===== config.mk =====
export PLATFORM = sky130hd
export DESIGN_NAME = rpa_ctrl
export DESIGN_NICKNAME = d
export VERILOG_FILES = /design/src/rtl/core/rpa_pkg.sv /design/src/rtl/core/rpa_ctrl.sv
export SDC_FILE = /design/constraint.sdc
export NUM_CORES = 1
export LEC_CHECK = 0
export CAP_MARGIN = 25
export CORE_AREA = 2 2 39 41
export CTS_CLUSTER_DIAMETER = 30
export DETAILED_ROUTE_END_ITERATION = 6
export DIE_AREA = 0 0 41 43
export DONT_BUFFER_PORTS = 1
export GPL_ROUTABILITY_DRIVEN = 0
export SYNTH_ARGS = -nofsm -noshare
export SYNTH_HDL_FRONTEND = slang
export SYNTH_SLANG_ARGS = --single-unit

===== constraint.sdc =====
create_clock -name i_clk -period 1.7 [get_ports i_clk]
set_input_delay 0.17 -clock i_clk [delete_from_list [all_inputs] [get_ports i_clk]]
set_output_delay 0.17 -clock i_clk [all_outputs]
set_load 0.05 [all_outputs]

===== src/rtl/core/rpa_pkg.sv =====
`timescale 1ns / 1ps
package rpa_pkg;

    typedef enum logic [2:0] {
        S_IDLE,
        S_PREP1,
        S_PREP2,
        S_LOAD,
        S_RUN,
        S_STORE,
        S_PUB
    } t_state;

    typedef struct packed {
        logic step;
        logic prep1;
        logic prep2;
        logic load;
        logic run;
        logic store;
        logic publish;
    } t_cmd;

    typedef struct packed {
        logic need_gains;
        logic div_last;
        logic sel_last;
    } t_stat;

    localparam logic [2:0] REG_SETPOINT = 3'd0;
    localparam logic [2:0] REG_POWER    = 3'd1;
    localparam logic [2:0] REG_CYCLES   = 3'd2;
    localparam logic [2:0] REG_BAND     = 3'd3;
    localparam logic [2:0] REG_STALL    = 3'd4;
    localparam logic [2:0] REG_LIMIT    = 3'd5;

    localparam logic [1:0] FAULT_NONE    = 2'd0;
    localparam logic [1:0] FAULT_RUNAWAY = 2'd1;
    localparam logic [1:0] FAULT_TIMEOUT = 2'd2;

    localparam logic [1:0] SEL_P = 2'd0;
    localparam logic [1:0] SEL_I = 2'd1;
    localparam logic [1:0] SEL_D = 2'd2;

    // 4 * 0.6 * 100000, 4 * 1.2 * 1000 * 100000, 4 * 0.075 * 100 / 1000 scaled
    localparam logic [17:0] C_KP = 18'd240000;
    localparam logic [28:0] C_KI = 29'd480000000;
    localparam logic [4:0]  C_KD = 5'd30;
    localparam logic [18:0] C_PI = 19'd314159;

endpackage


===== src/rtl/core/rpa_ctrl.sv =====
`timescale 1ns / 1ps
module rpa_ctrl (
    input  logic          i_clk,
    input  logic          i_rst_n,
    input  logic          i_in_valid,
    input  logic          i_out_stall,
    input  rpa_pkg::t_stat i_stat,
    output rpa_pkg::t_cmd  o_cmd,
    output logic          o_in_stall,
    output logic          o_out_valid
);
    import rpa_pkg::*;

    t_state r_state, n_state;
    logic   r_out_valid;
    logic   out_free;

    assign out_free    = !r_out_valid || !i_out_stall;
    assign o_out_valid = r_out_valid;
    assign o_in_stall  = (r_state != S_IDLE);

    always_comb begin
        n_state = r_state;
        case (r_state)
            S_IDLE:  if (i_in_valid) n_state = S_PREP1;
            S_PREP1: n_state = i_stat.need_gains ? S_PREP2 : S_PUB;
            S_PREP2: n_state = S_LOAD;
            S_LOAD:  n_state = S_RUN;
            S_RUN:   if (i_stat.div_last) n_state = S_STORE;
            S_STORE: n_state = i_stat.sel_last ? S_PUB : S_LOAD;
            S_PUB:   if (out_free) n_state = S_IDLE;
            default: n_state = S_IDLE;
        endcase
    end

    always_comb begin
        o_cmd = '0;
        case (r_state)
            S_IDLE:  o_cmd.step    = i_in_valid;
            S_PREP1: o_cmd.prep1   = i_stat.need_gains;
            S_PREP2: o_cmd.prep2   = 1'b1;
            S_LOAD:  o_cmd.load    = 1'b1;
            S_RUN:   o_cmd.run     = 1'b1;
            S_STORE: o_cmd.store   = 1'b1;
            S_PUB:   o_cmd.publish = out_free;
            default: o_cmd = '0;
        endcase
    end

    always_ff @(posedge i_clk) begin
        if (!i_rst_n) begin
            r_state     <= S_IDLE;
            r_out_valid <= 1'b0;
        end else begin
            r_state <= n_state;
            if (o_cmd.publish) r_out_valid <= 1'b1;
            else if (!i_out_stall) r_out_valid <= 1'b0;
        end
    end

    a_run_exit: assert property (@(posedge i_clk) disable iff (!i_rst_n)
        (r_state == S_RUN) |=> (r_state == S_RUN || r_state == S_STORE))
        else $error("divider left mid-run");
    a_pub_valid: assert property (@(posedge i_clk) disable iff (!i_rst_n)
        o_cmd.publish |=> r_out_valid)
        else $error("publish without output valid");
    a_step_idle: assert property (@(posedge i_clk) disable iff (!i_rst_n)
        o_cmd.step |=> (r_state == S_PREP1))
        else $error("request accepted outside idle");

endmodule


== After elaboration in Yosys (flattened, before gate mapping) ==
Cells that the tools add are included.
Word-level totals
  word-level logic and storage cells: 33
  output and inout bits: 9
  input port bits: 7
  flip-flop bits (word level): 4
Cells by class
  reduce and logical (&&, ||, !) cells: 6
  muxes and demuxes: 15
  equality and inequality tests: 10
Operators with widths (number)
  one-hot mux 3 bit (7 select lines): 1
  2-to-1 mux 3 bit: 5
  equality test 3 bit (second input constant): 3
  2-to-1 mux 1 bit: 9
  equality test 3 x 2 -> 1 bit (second input constant): 2
  != test 2 bit (second input constant): 3
  equality test 3 x 1 -> 1 bit (second input constant): 1
  logical NOT 3 bit: 1
  AND reduction 3 bit: 1
  nonzero test 3 bit: 1
  logical NOT 1 bit: 2
  != test 2 x 1 -> 1 bit (second input constant): 1
  logical OR 1 bit: 1

== Depth between registers and ports, before layout ==
  word-level depth: 4
  gate-level depth with buffers: 4
  gate-level depth less buffers: 3

== Worst setup path after synthesis ==
No wires, ideal clock.
  path kind: register to output
  start point: reg r_state[2]
  end point: out o_cmd[2] in the netlist's numbering
  stages on the path, launching flop included: 4
  arrival time: 1.697 ns
  path slack: -0.167 ns
  path buffers: 1
  data required time: 1.530 ns
  cells stage by stage: dfxtp_1 -> clkbuf_1 -> inv_2 -> nor3_1
RTL lines
  start, declared: line rpa_ctrl.sv:14  | t_state r_state, n_state;
  start signal, assigned: line rpa_ctrl.sv:55  | r_state <= n_state;
  end, declared: line rpa_ctrl.sv:8  | output rpa_pkg::t_cmd o_cmd,

==> flow_summary.json <==
{
  "avgSynthCellArea_um2": 7.41,
  "setup_viol_count_final": 0,
  "die_area_um2": 1760,
  "crit_slowest_cell": "dfxtp_1",
  "path_clk_slew_ns": 0.04,
  "synth_top_area_share_pct": 28.4,
  "min_path_type": "primary input to register",
  "dr.pass1.iters": 2,
  "fillCellCount": 159,
  "endpoint_kind": "output port",
  "grtUsageTotal_pct": 8.84,
  "cp-start-kind": "register",
  "layout.nets": 55,
  "rrSetupSlack_ns": 0.53,
  "ys_types": 22,
  "htreeDepth": 1,
  "post_cts_resized": 0,
  "crit_arrival_ns": 1.37,
  "antenna_left": 0,
  "syn_area_um2": 282,
  "diodes": 0,
  "numCtsBuffers": 3,
  "r2r-start": "r_state[2]$_SDFFE_PN0P_",
  "final.setup.tns_ns": 0,
  "reg2reg_depth": 3,
  "syn_inst": 38,
  "yosys.area.top_type": "dfxtp_1",
  "cts_tree": "yes",
  "place_ws_ns": 0.402,
  "rsz0062_at_grt": "false",
  "holdBufCountCts": 0,
  "core-area_um2": 1380,
  "power_density_nw_per_um2": 1580,
  "drive_gt1_share_pct": 30.4,
  "holdPathStages": 1,
  "rows": 14,
  "outcome": "finished, final reports clean",
  "totalWireLength_um": 656,
  "yosys-top-cells-area": "dfxtp_1 (28%), and2_1 (6.7%), nand2b_1 (6.7%)",
  "cp_cell_sequence": "nor2b_1 > and3_1 > buf_4",
  "portBuffers": 0,
  "worst_skew_pair.late_latency_ns": 0.24,
  "drt-wirelength-per-cell_um": 10.6,
  "die_y_um": 43,
  "p_leak_nw": 0.161,
  "relSlewSlack_pct": 66.2,
  "die_x_um": 41,
  "path_buf_inv": 1,
  "grt_max_degree": 13,
  "crit_fanout": 9,
  "layout_setup_ws_ns": 0.161,
  "finClkSkew_ns": 0.00265,
  "synthToLayoutAreaGrowth_pct": 30.2,
  "hold_start": "i_rst_n",
  "ys_ff_latch": 4,
  "finalCritPeriodShare_pct": 90.5,
  "clockBufferDepth": 2,
  "max-cap-violations": 0,
  "max_freq_mhz": 650,
  "initial_core_util_pct": 20.3,
  "grt_pass1_wl_um": 986,
  "grt_pass1_vias": 230,
  "period_minus_slack_ns": 1.54,
  "cpPeakStageDelay_ns": 0.46,
  "ctsRootBufferMaster": "clkbuf_4",
  "postCtsSetupBuffers": 0,
  "grt-ovfl-total": 0,
  "dr_total_vias": 291,
  "crit_type": "register to output port",
  "worst-endpoint-required_ns": 1.53,
  "r2r_end": "r_state[2]$_SDFFE_PN0P_",
  "ys_seq_area_share_pct": 28.4,
  "synthesis.nets": 45,
  "ys_warn_count": 0,
  "irDropWorstVdd_v": 0.000320,
  "crit_family": "simple AND/OR/NAND/NOR gates",
  "min_to": "o_out_valid$_SDFFE_PN0P_",
  "viasPerCell": 4.69,
  "cts.sinks": 4,
  "grt_antenna_before_repair": 0,
  "drc": 0,
  "drtIter0Drc": 3,
  "tightest_slew_ns": 0.508,
  "maxSlewViolCount": 0,
  "io_pins": 16,
  "finalHoldViolCount": 0
}
-- flip-flops by register name, indices dropped and copies added (netlist names) --
register,count
o_out_valid,1
r_state,3
-- cell families after synthesis --
| group | count (synthesis) | share of synthesized area (%) |
|---|---|---|
| DFF | 4 | 28.4 |
| AOI/OAI and AO/OA | 8 | 21.3 |
| buffers and inverters | 4 | 8.00 |
| and+or+nand+nor | 22 | 42.2 |
-- cell usage after synthesis, drive strengths merged --
cell type / number
a21o: 1
nor2b: 3
inv: 2
o21a: 1
nor3: 1
and2: 3
a21oi: 2
a221oi: 1
nand4: 1
clkbuf: 1
o21ai: 2
and3: 2
or3: 2
nand2b: 3
buf: 1
nor2: 5
nand2: 2
dfxtp: 4
a32oi: 1
-- final cells by class --
| type | count | area [um^2] | share of cell area [%] |
|---|---|---|---|
| Tap cell | 16 | 20.0 | 5.46 |
| Clock buffer | 3 | 22.5 | 6.14 |
| Multi-Input combinational cell | 30 | 184 | 50.2 |
| Sequential cell | 4 | 80.1 | 21.8 |
| Inverter | 2 | 7.51 | 2.05 |
| Timing Repair Buffer | 7 | 52.6 | 14.3 |
-- cells in the final DEF (no fill, tap or decap), types with 2 or more instances in the layout --
cell      n
and2_1    3
or3_1     2
dfxtp_1   4
clkbuf_4  3
buf_4     7
nor2b_1   3
and3_1    2
nor2_1    5
nand2_1   2
nand2b_1  3
-- report_power, final --
| group | leakage (nW) | internal (mW) | switching, mW |
|---|---|---|---|
| clock network | 0.0138 | 0.0793 | 0.0443 |
| logic | 0.114 | 0.0969 | 0.202 |
| registers | 0.0329 | 0.113 | 0.0430 |
-- per-layer routing --
metal	vias up	track usage, %	wire length, um
li1	146	-	-
met1	133	10.3	246
met2	10	10.0	304
met3	2	4.71	90
met4	0	10.0	15
met5	-	0	0
-- worst max path at each step --
stage / slack (ns) / end / cells past startpoint / startpoint
3_3_place_gp: 0.44 / o_cmd[3] / 2 / r_state[0]$_SDFFE_PN0P_
5_1_grt: 0.06 / o_cmd[5] / 3 / r_state[0]$_SDFFE_PN0P_
3_5_place_dp: 0.40 / o_cmd[5] / 3 / r_state[0]$_SDFFE_PN0P_
2_1_floorplan: 0.19 / o_cmd[0] / 3 / o_out_valid$_SDFFE_PN0P_
4_1_cts: 0.14 / o_cmd[5] / 3 / r_state[0]$_SDFFE_PN0P_
6_report: 0.16 / o_cmd[5] / 3 / r_state[0]$_SDFFE_PN0P_
-- per-stage QoR --
step / hold slack [ns] / total power, mW / area (um^2) / instances / util, %
floorplan: 0.288 / 0.403 / 287 / 38 / -
global placement: 0.296 / 0.459 / 344 / 59 / 24.9
detailed placement: 0.294 / 0.460 / 344 / 59 / 24.9
CTS: 0.0458 / 0.588 / 367 / 62 / 26.5
global route: 0.0417 / 0.620 / 367 / 62 / 26.5
finish: 0.0515 / 0.578 / 367 / 62 / 26.5
No activity file was read; power rests on OpenSTA's default activity.
